<file path="src/design/utf8dw_pkg.sv">
// Shared types, constants and the cell-width lookup for the UTF-8 width/placement block.
package utf8dw_pkg;

    localparam int COUNT_BITS_DEF = 12;
    localparam int CFG_BITS       = 10;
    localparam int CFG_IDX_BITS   = 3;

    localparam logic [11:0] OUT12_MAX = 12'hFFF;

    // Configuration register indexes
    localparam logic [CFG_IDX_BITS-1:0] CFG_PANEL_X      = 3'd0;
    localparam logic [CFG_IDX_BITS-1:0] CFG_PANEL_Y      = 3'd1;
    localparam logic [CFG_IDX_BITS-1:0] CFG_PANEL_WIDTH  = 3'd2;
    localparam logic [CFG_IDX_BITS-1:0] CFG_PANEL_HEIGHT = 3'd3;
    localparam logic [CFG_IDX_BITS-1:0] CFG_ALIGNMENT    = 3'd4;

    localparam logic [9:0] PANEL_WIDTH_RST  = 10'd80;
    localparam logic [9:0] PANEL_HEIGHT_RST = 10'd24;

    typedef enum logic [1:0] {
        REQ_BYTE = 2'd0,
        REQ_EOL  = 2'd1,
        REQ_EOF  = 2'd2
    } t_req_e;

    typedef enum logic [1:0] {
        ALIGN_LEFT   = 2'd0,
        ALIGN_CENTER = 2'd1,
        ALIGN_RIGHT  = 2'd2
    } t_align_e;

    typedef struct packed {
        t_req_e     req_type;
        logic [7:0] byte_value;
    } t_in_req;

    typedef struct packed {
        logic [10:0] start_x;
        logic [10:0] start_y;
        logic [11:0] art_width;
        logic [11:0] art_height;
        logic [11:0] lines_shown;
        logic        oversize;
        logic        drawable;
    } t_out_res;

    // Display cells of one code point: 2 for Hangul and CJK, 1 otherwise
    function automatic logic [1:0] cell_width(input logic [20:0] cp);
        logic wide;
        wide = ((cp >= 21'h00AC00) && (cp <= 21'h00D7A3))
            || ((cp >= 21'h001100) && (cp <= 21'h0011FF))
            || ((cp >= 21'h003130) && (cp <= 21'h00318F))
            || ((cp >= 21'h004E00) && (cp <= 21'h009FFF))
            || ((cp >= 21'h003400) && (cp <= 21'h004DBF))
            || ((cp >= 21'h00F900) && (cp <= 21'h00FAFF));
        return wide ? 2'd2 : 2'd1;
    endfunction

endpackage

</file>
<file path="src/design/utf8_display_width_placement.sv">
// Top level: UTF-8 display width measurement and panel placement per text frame.
//
//   channel  | dir | handshake                    | payload
//   ---------+-----+------------------------------+----------------------------
//   request  | in  | i_in_valid / o_in_ready      | i_in  (t_in_req)
//   result   | out | o_out_valid / i_out_ready    | o_out (t_out_res)
//   config   | in  | i_cfg_we, no wait            | i_cfg_idx, i_cfg_data
//
// One request per cycle. Text bytes and end-of-line update the line counters
// at the edge they are taken; end-of-frame loads a frame summary register, and
// the placement computed from that summary then lands in the result register.
// Synchronous active-low reset clears the counters and the pipeline valids and
// loads the register defaults. A stalled result holds the summary stage; requests
// stop only while both the summary and result stages are full and the result is
// not being taken.
module utf8_display_width_placement #(
    parameter int COUNT_BITS = utf8dw_pkg::COUNT_BITS_DEF
) (
    input  logic                                  i_clk,
    input  logic                                  i_rst_n,
    input  logic                                  i_in_valid,
    output logic                                  o_in_ready,
    input  utf8dw_pkg::t_in_req                   i_in,
    output logic                                  o_out_valid,
    input  logic                                  i_out_ready,
    output utf8dw_pkg::t_out_res                  o_out,
    input  logic                                  i_cfg_we,
    input  logic [utf8dw_pkg::CFG_IDX_BITS-1:0]   i_cfg_idx,
    input  logic [utf8dw_pkg::CFG_BITS-1:0]       i_cfg_data
);
    import utf8dw_pkg::*;

    logic [9:0] r_panel_x, r_panel_y, r_panel_width, r_panel_height;
    logic [1:0] r_alignment;

    logic                  take;
    logic                  eof;
    logic [COUNT_BITS-1:0] frame_widest, frame_count;
    logic                  r_sum_valid;
    logic [COUNT_BITS-1:0] r_sum_widest, r_sum_count;
    logic                  out_adv, sum_adv;
    t_out_res              placed;
    t_out_res              r_out;
    logic                  r_out_valid;

    always_ff @(posedge i_clk) begin
        if (!i_rst_n) begin
            r_panel_x      <= 10'd0;
            r_panel_y      <= 10'd0;
            r_panel_width  <= PANEL_WIDTH_RST;
            r_panel_height <= PANEL_HEIGHT_RST;
            r_alignment    <= ALIGN_LEFT;
        end else if (i_cfg_we) begin
            case (i_cfg_idx)
                CFG_PANEL_X:      r_panel_x      <= i_cfg_data;
                CFG_PANEL_Y:      r_panel_y      <= i_cfg_data;
                CFG_PANEL_WIDTH:  r_panel_width  <= i_cfg_data;
                CFG_PANEL_HEIGHT: r_panel_height <= i_cfg_data;
                CFG_ALIGNMENT:    r_alignment    <= i_cfg_data[1:0];
                default: begin
                end
            endcase
        end
    end

    assign out_adv    = !r_out_valid || i_out_ready;
    assign sum_adv    = r_sum_valid && out_adv;
    assign o_in_ready = !r_sum_valid || out_adv;
    assign take       = i_in_valid && o_in_ready;

    utf8dw_track #(
        .COUNT_BITS (COUNT_BITS)
    ) u_track (
        .i_clk    (i_clk),
        .i_rst_n  (i_rst_n),
        .i_take   (take),
        .i_req    (i_in),
        .o_eof    (eof),
        .o_widest (frame_widest),
        .o_count  (frame_count)
    );

    // frame summary stage
    always_ff @(posedge i_clk) begin
        if (!i_rst_n) begin
            r_sum_valid <= 1'b0;
        end else if (eof) begin
            r_sum_valid <= 1'b1;
        end else if (sum_adv) begin
            r_sum_valid <= 1'b0;
        end
    end

    always_ff @(posedge i_clk) begin
        if (eof) begin
            r_sum_widest <= frame_widest;
            r_sum_count  <= frame_count;
        end
    end

    utf8dw_place #(
        .COUNT_BITS (COUNT_BITS)
    ) u_place (
        .i_widest       (r_sum_widest),
        .i_count        (r_sum_count),
        .i_panel_x      (r_panel_x),
        .i_panel_y      (r_panel_y),
        .i_panel_width  (r_panel_width),
        .i_panel_height (r_panel_height),
        .i_alignment    (r_alignment),
        .o_res          (placed)
    );

    always_ff @(posedge i_clk) begin
        if (!i_rst_n) begin
            r_out_valid <= 1'b0;
        end else if (out_adv) begin
            r_out_valid <= r_sum_valid;
        end
    end

    always_ff @(posedge i_clk) begin
        if (sum_adv) begin
            r_out <= placed;
        end
    end

    assign o_out_valid = r_out_valid;
    assign o_out       = r_out;

endmodule

</file>
<file path="src/design/utf8dw_track.sv">
// UTF-8 decode and per-frame line width / line count tracking.
module utf8dw_track #(
    parameter int COUNT_BITS = utf8dw_pkg::COUNT_BITS_DEF
) (
    input  logic                  i_clk,
    input  logic                  i_rst_n,
    input  logic                  i_take,
    input  utf8dw_pkg::t_in_req   i_req,
    output logic                  o_eof,
    output logic [COUNT_BITS-1:0] o_widest,
    output logic [COUNT_BITS-1:0] o_count
);
    import utf8dw_pkg::*;

    localparam logic [COUNT_BITS-1:0] CNT_MAX = {COUNT_BITS{1'b1}};

    logic [1:0]            r_bytes_left, n_bytes_left;
    logic [20:0]           r_code_accum, n_code_accum;
    logic [COUNT_BITS-1:0] r_line_cells, n_line_cells;
    logic [COUNT_BITS-1:0] r_widest,     n_widest;
    logic [COUNT_BITS-1:0] r_count,      n_count;

    logic [20:0]           cont_cp;
    logic [1:0]            byte_w;
    logic [COUNT_BITS:0]   cells_sum;
    logic [COUNT_BITS-1:0] cells_byte;
    logic [COUNT_BITS:0]   flush_sum;
    logic [COUNT_BITS-1:0] cells_flushed;
    logic [COUNT_BITS:0]   count_sum;
    logic [COUNT_BITS-1:0] widest_closed;
    logic [COUNT_BITS-1:0] count_closed;
    logic [7:0]            b;

    assign b       = i_req.byte_value;
    assign cont_cp = {r_code_accum[14:0], b[5:0]};

    // cells added by this byte (0 while a sequence is still open)
    always_comb begin
        byte_w = 2'd0;
        if (r_bytes_left != 2'd0) begin
            if (r_bytes_left == 2'd1) begin
                byte_w = cell_width(cont_cp);
            end
        end else if (!b[7] || (b[7:6] == 2'b10) || (b[7:3] == 5'b11111)) begin
            byte_w = 2'd1;
        end
    end

    assign cells_sum  = {1'b0, r_line_cells} + (COUNT_BITS+1)'(byte_w);
    assign cells_byte = cells_sum[COUNT_BITS] ? CNT_MAX : cells_sum[COUNT_BITS-1:0];

    // closing a line: a truncated sequence counts as one narrow cell
    assign flush_sum     = {1'b0, r_line_cells} + (COUNT_BITS+1)'(r_bytes_left != 2'd0);
    assign cells_flushed = flush_sum[COUNT_BITS] ? CNT_MAX : flush_sum[COUNT_BITS-1:0];
    assign widest_closed = (cells_flushed > r_widest) ? cells_flushed : r_widest;
    assign count_sum     = {1'b0, r_count} + (COUNT_BITS+1)'(1);
    assign count_closed  = count_sum[COUNT_BITS] ? CNT_MAX : count_sum[COUNT_BITS-1:0];

    always_comb begin
        n_bytes_left = r_bytes_left;
        n_code_accum = r_code_accum;
        n_line_cells = r_line_cells;
        n_widest     = r_widest;
        n_count      = r_count;
        o_eof        = 1'b0;
        o_widest     = r_widest;
        o_count      = r_count;
        if (i_take) begin
            case (i_req.req_type)
                REQ_BYTE: begin
                    n_line_cells = cells_byte;
                    if (r_bytes_left != 2'd0) begin
                        n_bytes_left = r_bytes_left - 2'd1;
                        n_code_accum = (r_bytes_left == 2'd1) ? 21'd0 : cont_cp;
                    end else if (b[7:5] == 3'b110) begin
                        n_code_accum = {16'd0, b[4:0]};
                        n_bytes_left = 2'd1;
                    end else if (b[7:4] == 4'b1110) begin
                        n_code_accum = {17'd0, b[3:0]};
                        n_bytes_left = 2'd2;
                    end else if (b[7:3] == 5'b11110) begin
                        n_code_accum = {18'd0, b[2:0]};
                        n_bytes_left = 2'd3;
                    end
                end
                REQ_EOL: begin
                    n_bytes_left = 2'd0;
                    n_code_accum = 21'd0;
                    n_line_cells = '0;
                    n_widest     = widest_closed;
                    n_count      = count_closed;
                end
                REQ_EOF: begin
                    o_eof = 1'b1;
                    // an unterminated last line still counts
                    if ((r_line_cells != '0) || (r_bytes_left != 2'd0)) begin
                        o_widest = widest_closed;
                        o_count  = count_closed;
                    end
                    n_bytes_left = 2'd0;
                    n_code_accum = 21'd0;
                    n_line_cells = '0;
                    n_widest     = '0;
                    n_count      = '0;
                end
                default: begin
                end
            endcase
        end
    end

    always_ff @(posedge i_clk) begin
        if (!i_rst_n) begin
            r_bytes_left <= 2'd0;
            r_code_accum <= 21'd0;
            r_line_cells <= '0;
            r_widest     <= '0;
            r_count      <= '0;
        end else begin
            r_bytes_left <= n_bytes_left;
            r_code_accum <= n_code_accum;
            r_line_cells <= n_line_cells;
            r_widest     <= n_widest;
            r_count      <= n_count;
        end
    end

endmodule

</file>
<file path="src/design/utf8dw_place.sv">
// Panel placement of a finished frame: start position, visible lines and flags.
module utf8dw_place #(
    parameter int COUNT_BITS = utf8dw_pkg::COUNT_BITS_DEF
) (
    input  logic [COUNT_BITS-1:0] i_widest,
    input  logic [COUNT_BITS-1:0] i_count,
    input  logic [9:0]            i_panel_x,
    input  logic [9:0]            i_panel_y,
    input  logic [9:0]            i_panel_width,
    input  logic [9:0]            i_panel_height,
    input  logic [1:0]            i_alignment,
    output utf8dw_pkg::t_out_res  o_res
);
    import utf8dw_pkg::*;

    localparam int SW = ((COUNT_BITS > 11) ? COUNT_BITS : 11) + 2;
    localparam int EW = (COUNT_BITS > 12) ? COUNT_BITS : 12;
    localparam logic signed [SW-1:0] S_ONE = SW'(1);
    localparam logic signed [SW-1:0] S_TWO = SW'(2);
    localparam logic signed [SW-1:0] S_ZERO = '0;

    logic signed [SW-1:0] cx, cy, cw, ch, aw, ah;
    logic signed [SW-1:0] diff_x, diff_y, sx, sy, room, shown;
    logic [EW-1:0]        ext_w, ext_h;
    logic                 drawable;

    assign cx = $signed(SW'(i_panel_x)) + S_ONE;
    assign cy = $signed(SW'(i_panel_y)) + S_ONE;
    assign cw = $signed(SW'(i_panel_width)) - S_TWO;
    assign ch = $signed(SW'(i_panel_height)) - S_TWO;
    assign aw = $signed(SW'(i_widest));
    assign ah = $signed(SW'(i_count));

    assign drawable = (i_count != '0) && (cw > S_ZERO) && (ch > S_ZERO);
    assign diff_x   = cw - aw;
    assign diff_y   = ch - ah;

    always_comb begin
        sx = cx;
        sy = cy;
        case (t_align_e'(i_alignment))
            ALIGN_CENTER: begin
                if (cw > aw) sx = cx + (diff_x >>> 1);
                if (ch > ah) sy = cy + (diff_y >>> 1);
            end
            ALIGN_RIGHT: begin
                if (cw > aw) sx = cx + diff_x;
            end
            default: begin
            end
        endcase
    end

    assign room  = cy + ch - sy;
    assign shown = (ah < room) ? ah : room;

    assign ext_w = EW'(i_widest);
    assign ext_h = EW'(i_count);

    always_comb begin
        o_res.art_width  = (ext_w > EW'(OUT12_MAX)) ? OUT12_MAX : ext_w[11:0];
        o_res.art_height = (ext_h > EW'(OUT12_MAX)) ? OUT12_MAX : ext_h[11:0];
        o_res.drawable   = drawable;
        o_res.start_x    = 11'd0;
        o_res.start_y    = 11'd0;
        o_res.lines_shown = 12'd0;
        o_res.oversize   = 1'b0;
        if (drawable) begin
            o_res.start_x = sx[10:0];
            o_res.start_y = sy[10:0];
            // room never exceeds the content height, so 12 bits hold it
            o_res.lines_shown = (shown < S_ZERO) ? 12'd0 : shown[11:0];
            o_res.oversize = (ah > ch) || (aw > cw);
        end
    end

endmodule

</file>
<file path="config.mk">
export PLATFORM = sky130hd
export DESIGN_NAME = utf8_display_width_placement
export DESIGN_NICKNAME = d
export VERILOG_FILES = /design/src/design/utf8dw_pkg.sv /design/src/design/utf8_display_width_placement.sv /design/src/design/utf8dw_track.sv /design/src/design/utf8dw_place.sv
export SDC_FILE = /design/constraint.sdc
export NUM_CORES = 1
export LEC_CHECK = 0
export ABC_AREA = 1
export BUFFER_PORTS_ARGS = -buffer_cell sky130_fd_sc_hd__buf_2
export CORE_ASPECT_RATIO = 1.4
export CORE_MARGIN = 2
export CORE_UTILIZATION = 35
export CTS_CLUSTER_SIZE = 28
export DETAILED_ROUTE_END_ITERATION = 8
export GPL_TIMING_DRIVEN = 0
export SLEW_MARGIN = 20
export SYNTH_ARGS = -nofsm -noshare
export SYNTH_HDL_FRONTEND = slang
export SYNTH_SLANG_ARGS = --single-unit
export TNS_END_PERCENT = 1
</file>
<file path="constraint.sdc">
create_clock -name i_clk -period 7.5 [get_ports i_clk]
set_input_delay 1.5 -clock i_clk [delete_from_list [all_inputs] [get_ports i_clk]]
set_output_delay 1.5 -clock i_clk [all_outputs]
set_load 0.05 [all_outputs]
</file>
==> flow_metrics.py, run 1 <==
metrics = {
    "timing": {
        "finalMaxSlewViolations": 0,
        "hold_viol": 0,
        "rsz0062_at_grt": "no",
        "skew_ns": 0.0178,
        "worst_hold_slack_ns": 0.468,
        "layout_min_cycle_time_ns": 7.03,
        "max_slew.worst_pin.slew_ns": 0.852,
        "final.period_utilization": 0.937,
        "maxSlewHeadroom": 0.427,
        "finalSetupViolCount": 0,
        "fmax_mhz": 142,
    },
    "logic_synthesis": {
        "syn_avg_cell_area_um2": 7.09,
        "seq_area_frac_synth": 0.319,
        "synth_edf_count": 84,
        "synth_fp_nets": 2130,
        "async_reset_ff_frac": 0,
        "syn_inst": 1974,
        "syn_area_um2": 14000,
        "synth_flop_cell": "dfxtp_1",
        "yosys_warnings": 0,
        "synth.distinct_cells": 52,
        "synth_seq_cells": 181,
    },
    "place": {
        "hpwl_mm": 32.9,
        "dpl_cell_area_um2": 15200,
        "dp.cells": 2593,
        "gp_congestion": 0.905,
        "port-buffer-count": 88,
    },
    "drt": {
        "totalWireLength_mm": 40.7,
        "vias": 13400,
        "drc": 0,
        "routedWlPerCell_um": 15.5,
        "drtAntennaViolNets": 0,
        "dr.pass1.iters": 5,
        "vias_per_cell": 5.11,
        "drt_iter0_drc": 903,
    },
    "clock_tree": {
        "insertion_delay_ns": 0.46,
        "cts_root_buf": "clkbuf_16",
        "tritoncts": "built",
        "hold_buffers": 0,
        "cts_buffers": 17,
        "cts_buffer_depth": 2,
        "cts-htree-levels": 4,
        "clkTransAtPathRegs_ns": 0.08,
        "cts_sinks": 181,
    },
    "floorplan": {
        "die_y_um": 241,
        "die_width_um": 173,
        "die_area_um2": 41600,
        "core_region_area_um2": 39400,
        "rows": 86,
        "initial_core_util": 0.355,
        "pin_count": 90,
    },
    "pwr": {
        "power.leakage_nw": 7.18,
        "p_per_area_nw_per_um2": 192,
        "ir_drop_v": 0.000114,
    },
    "critical_path": {
        "critPathMaxStageDelay_ns": 0.44,
        "required_ns": 7.69,
        "critPathMaxFanout": 10,
        "critical_path_class": "reg2reg",
        "slowest_stage": "ha_1",
        "crit_top_cell": "nand2_1",
        "start_kind": "flop",
        "critical_path_arrival_ns": 7.21,
        "worst_setup_path_end_kind": "flop",
    },
    "grt": {
        "grt_pass1_vias": 12800,
        "antenna_found_initial": 2,
        "grt_pass1_wl_mm": 64.3,
        "gr-total-overflow": 0,
        "track_usage": 0.193,
        "grt_max_degree": 27,
    },
    "finish": {
        "nNetsFinal": 2240,
        "fin_cells": 2625,
        "final_area_um2": 15800,
        "n_antenna_cell": 0,
        "drive_gt1_frac": 0.0873,
        "area_delta_synth_final_pct": 12.9,
    },
    "worst_hold_path": {
        "hold_path.class": "reg2reg",
    },
    "run": {
        "cap_violations": 0,
    },
    "run_status": {
        "outcome": "complete, no violations",
    },
}
[placed cells by master (no fill, tap or decap), types with 17 or more instances in the layout]
master / n
a21oi_1: 173
buf_2: 102
clkbuf_1: 54
clkbuf_16: 17
dfxtp_1: 97
edfxtp_1: 84
ha_1: 119
inv_1: 271
nand2_1: 390
nand3_1: 141
nand4_1: 26
nor2_1: 191
nor3_1: 34
o21ai_0: 134
xnor2_1: 25
xor2_1: 66
[worst max-delay path: cells and delay by family (launching register included)]
| kind | cells | cell delay, ns |
|---|---|---|
| flops | 1 | 0.34 |
| fa+ha+maj | 5 | 1.73 |
| xor+xnor | 2 | 0.56 |
| simple gates | 13 | 1.77 |
| compound gates | 8 | 1.51 |
| buf+inv | 6 | 0.83 |
[Yosys cell counts (all sizes together) (2+ instances only)]
library cell / count / area [µm²]
nand2: 391 / 1470
inv: 280 / 1050
nor2: 197 / 752
a21oi: 176 / 888
nand3: 146 / 763
o21ai: 144 / 724
ha: 120 / 1500
dfxtp: 97 / 1940
edfxtp: 84 / 2520
xor2: 68 / 596
clkbuf: 57 / 215
nor3: 35 / 180
nand4: 27 / 175
xnor2: 25 / 219
buf: 19 / 111
nor4: 14 / 87.6
o211ai: 14 / 105
a211oi: 13 / 97.6
a21o: 10 / 75.1
a31oi: 10 / 62.6
fa: 8 / 160
o21bai: 6 / 45.0
or2: 6 / 37.5
a21boi: 3 / 22.5
nand3b: 3 / 22.5
o21a: 3 / 22.5
a311oi: 2 / 17.5
and2: 2 / 12.5
clkinv: 2 / 7.51
nor3b: 2 / 25.0
o2111ai: 2 / 17.5
o31ai: 2 / 15.0
[cell families after synthesis]
family,after synthesis,share of synthesized area
and+or+nand+nor,824,0.252
DFF,181,0.319
adders and majority gates,128,0.119
buffers and inverters,358,0.0990
AOI/OAI and AO/OA,390,0.153
xor gates and xnor gates,93,0.0582
[where the power goes]
part | switching [mW] | total, mW | internal (mW)
registers | 0.0257 | 1.11 | 1.08
clock network | 0.459 | 0.905 | 0.446
logic | 0.681 | 1.02 | 0.340
[per-stage QoR]
step | TNS, ns | total power [mW] | utilization | setup WS [ns]
floorplan | 0 | 1.88 | - | 1.14
global placement | -1.91 | 2.12 | 0.383 | -0.241
detailed placement | -1.28 | 2.14 | 0.386 | -0.190
CTS | 0 | 3.04 | 0.401 | 0.0491
global route | 0 | 3.22 | 0.401 | 0.0000142
finish | 0 | 3.03 | 0.401 | 0.473
[timing repair]
action	in CTS	in global routing
endpoints found under the setup margin	10	11
pin swaps	0	1
endpoints found under the hold margin	0	0
setup buffers	0	1
gates resized for setup	2	7
[layout make-up]
cell class | count | area (µm²)
Sequential cell | 181 | 4460
Buffer | 75 | 324
Inverter | 282 | 1060
Tap cell | 528 | 661
Timing Repair Buffer | 92 | 531
Fill cell | 4140 | 23600
Multi-Input combinational cell | 1435 | 8180
Clock buffer | 17 | 425
Clock inverter | 15 | 160
[worst paths after layout]
check,startpoint,slack [ns],cells past startpoint,to
setup / recovery,r_panel_height[1],0.47,34,o_out[3]
hold / removal,u_track.r_code_accum[11],0.47,2,u_track.r_code_accum[11]
setup reg to reg,r_panel_height[1],0.47,34,o_out[3]
hold reg to reg,u_track.r_code_accum[11],0.47,2,u_track.r_code_accum[11]
[routing by layer]
metal	routed length [µm]	vias up	global-route usage
met1	16600	6288	0.217
met2	21600	308	0.375
li1	-	6762	-
met4	1090	0	0.0660
met5	0	-	0
met3	1460	67	0.0232
[registers in the layout (all words and copies together), names as in the netlist]
name / count
o_out: 60
r_sum_widest: 12
u_track.r_line_cells: 12
r_sum_valid: 1
r_panel_width: 10
u_track.r_count: 12
r_sum_count: 12
u_track.r_widest: 12
r_panel_x: 10
r_alignment: 2
r_panel_height: 10
r_panel_y: 10
u_track.r_code_accum: 15
o_out_valid: 1
u_track.r_bytes_left: 2
Note: power is estimated with default switching activity, not from simulation.
==> run 2, diff against run 1 <==
--- a/config.mk
+++ b/config.mk
@@ -10,9 +10,12 @@
 export CORE_ASPECT_RATIO = 1.4
 export CORE_MARGIN = 2
 export CORE_UTILIZATION = 35
+export CTS_BUF_LIST = sky130_fd_sc_hd__clkbuf_4
 export CTS_CLUSTER_SIZE = 28
 export DETAILED_ROUTE_END_ITERATION = 8
 export GPL_TIMING_DRIVEN = 0
+export REMOVE_ABC_BUFFERS = 1
+export SETUP_SLACK_MARGIN = 0.15
 export SLEW_MARGIN = 20
 export SYNTH_ARGS = -nofsm -noshare
 export SYNTH_HDL_FRONTEND = slang
==> flow_metrics.py, run 2 (synthesis gave the netlist of run 1 again) <==
metrics = {
    "floorplan": {
        "initial_core_util": 0.355,
        "core_region_area_um2": 39400,
        "die_y_um": 241,
        "die_width_um": 173,
        "rows": 86,
        "pin_count": 90,
        "die_area_um2": 41600,
    },
    "critical_path": {
        "ff2ff_setup_slack_ns": 0.73,
        "worstSetupStartpoint": "r_panel_height[1]",
        "slowest_stage": "dfxtp_2",
        "path_buf_inv": 5,
        "critPathCapture": "o_out[6]",
        "r2r-end": "o_out[6]",
        "critical_path_class": "reg2reg",
        "worst-path-stages": 36,
        "critical_path_arrival_ns": 7.23,
        "start_kind": "flop",
        "critPathMaxStageDelay_ns": 0.41,
        "critPathTopFamily": "adder cells",
        "reg2reg_depth": 36,
        "critPathMaxFanout": 11,
        "required_ns": 7.96,
        "worst_setup_path_end_kind": "flop",
        "timing.rr.start": "r_panel_height[1]",
    },
    "pwr": {
        "power.total_mw": 2.72,
        "p_per_area_nw_per_um2": 178,
        "ir_drop_v": 0.0000975,
        "power.leakage_nw": 6.93,
    },
    "grt": {
        "antenna_found_initial": 1,
        "met2_usage": 0.339,
        "grt_pass1_wl_mm": 61.5,
        "grt_pass1_vias": 12400,
        "track_usage": 0.182,
        "met1_usage": 0.213,
        "busiest_layer": "met2",
        "grtUsageMet3": 0.0222,
        "gr-total-overflow": 0,
        "grt_max_degree": 54,
    },
    "timing": {
        "finalMaxSlewViolations": 0,
        "hold_viol": 0,
        "rsz0062_at_grt": "no",
        "final.setup.tns_ns": 0,
        "finalSetupViolCount": 0,
        "fmax_mhz": 148,
        "maxSlewHeadroom": 0.322,
        "layout_min_cycle_time_ns": 6.77,
        "final.period_utilization": 0.903,
        "skew_ns": 0.0322,
        "max_slew.worst_pin.slew_ns": 1.02,
    },
    "finish": {
        "nNetsFinal": 2172,
        "drive_gt1_frac": 0.0862,
        "area_delta_synth_final_pct": 9.39,
        "final_common_cell": "nand2_1",
        "largest_register_ffs": 60,
        "final_cell_mix": "390 x nand2_1, 270 x inv_1, 190 x nor2_1, 173 x a21oi_1, 140 x nand3_1",
    },
    "drt": {
        "dr.pass1.iters": 8,
        "drc": 0,
        "drtAntennaViolNets": 0,
        "totalWireLength_mm": 38.0,
        "vias_per_cell": 5.07,
        "drt_iter0_drc": 795,
        "vias": 13000,
        "routedWlPerCell_um": 14.9,
    },
    "clock_tree": {
        "cts-htree-levels": 4,
        "cts_buffer_depth": 2,
        "cts_root_buf": "clkbuf_4",
        "hold_buffers": 0,
        "tritoncts": "built",
        "cts_sinks": 181,
        "cts_buffers": 17,
        "clkTransAtPathRegs_ns": 0.16,
        "insertion_delay_ns": 0.65,
    },
    "place": {
        "hpwl_mm": 29.7,
        "gp_congestion": 0.947,
        "port-buffer-count": 89,
    },
    "run_status": {
        "outcome": "complete, no violations",
    },
    "run": {
        "cap_violations": 0,
    },
    "worst_hold_path": {
        "hold_path.class": "reg2reg",
    },
}
-- run 2: changes by cell type in the layout (fill, tap and decap cells not counted), moves of 4 or more --
cell	delta
clkbuf_4	+17
buf_2	-13
inv_6	+4
clkbuf_16	-17
clkbuf_1	-54
o21ai_1	-4
-- run 2: timing repair --
action	4_1_cts	5_1_grt
resized for setup	1	10
pin swaps	0	1
gates cloned	0	1
hold endpoints to repair	0	0
setup buffers	0	5
setup endpoints to repair	9	12
-- run 2: per-stage QoR --
step / cell area, µm² / util / hold WS (ns) / worst slack (ns) / instances
4_1_cts: 15200 / 0.386 / 0.478 / 0.226 / 2551
2_1_floorplan: 13700 / - / 0.426 / 1.36 / 1898
5_1_grt: 15300 / 0.389 / 0.499 / 0.161 / 2558
6_report: 15300 / 0.389 / 0.474 / 0.727 / 2558
3_3_place_gp: 14800 / 0.375 / 0.439 / 0.198 / 2515
3_5_place_dp: 14900 / 0.378 / 0.453 / 0.152 / 2519
-- run 2: worst min-delay path, stage by stage, from the launching register on --
cell and delay, ns:
dfxtp_1 0.34, nand2_1 0.06, a21oi_1 0.05
-- run 2: worst min-delay path by stage --
stage	depth (start not counted)	startpoint	endpoint	slack, ns
3_5_place_dp	0	r_sum_widest[2]	o_out[28]	0.45
4_1_cts	2	u_track.r_widest[9]	u_track.r_widest[9]	0.48
6_report	2	u_track.r_widest[9]	u_track.r_widest[9]	0.47
2_1_floorplan	0	r_sum_widest[2]	o_out[28]	0.43
3_3_place_gp	0	r_sum_widest[3]	o_out[29]	0.44
5_1_grt	2	u_track.r_code_accum[12]	u_track.r_code_accum[12]	0.50
-- run 2: report_power, final --
| group | internal (mW) | switching (mW) |
|---|---|---|
| logic | 0.345 | 0.661 |
| registers | 1.08 | 0.0324 |
| clock network | 0.189 | 0.410 |
-- run 2: area by class of cell --
class                           instances  area (µm²)
Clock buffer                           17         128
Clock inverter                         15         185
Antenna cell                            1        2.50
Sequential cell                       181        4470
Tap cell                              528         661
Timing Repair inverter                  1        7.51
Inverter                              282        1070
Timing Repair Buffer                   98         589
Fill cell                            4178       24100
Multi-Input combinational cell       1435        8200
-- run 2: routing by layer --
metal  vias up  part of all wire
met4         0             0.029
met2       267              0.50
met1      6024              0.44
met3        59             0.030
met5         -                 0
li1       6626                 -
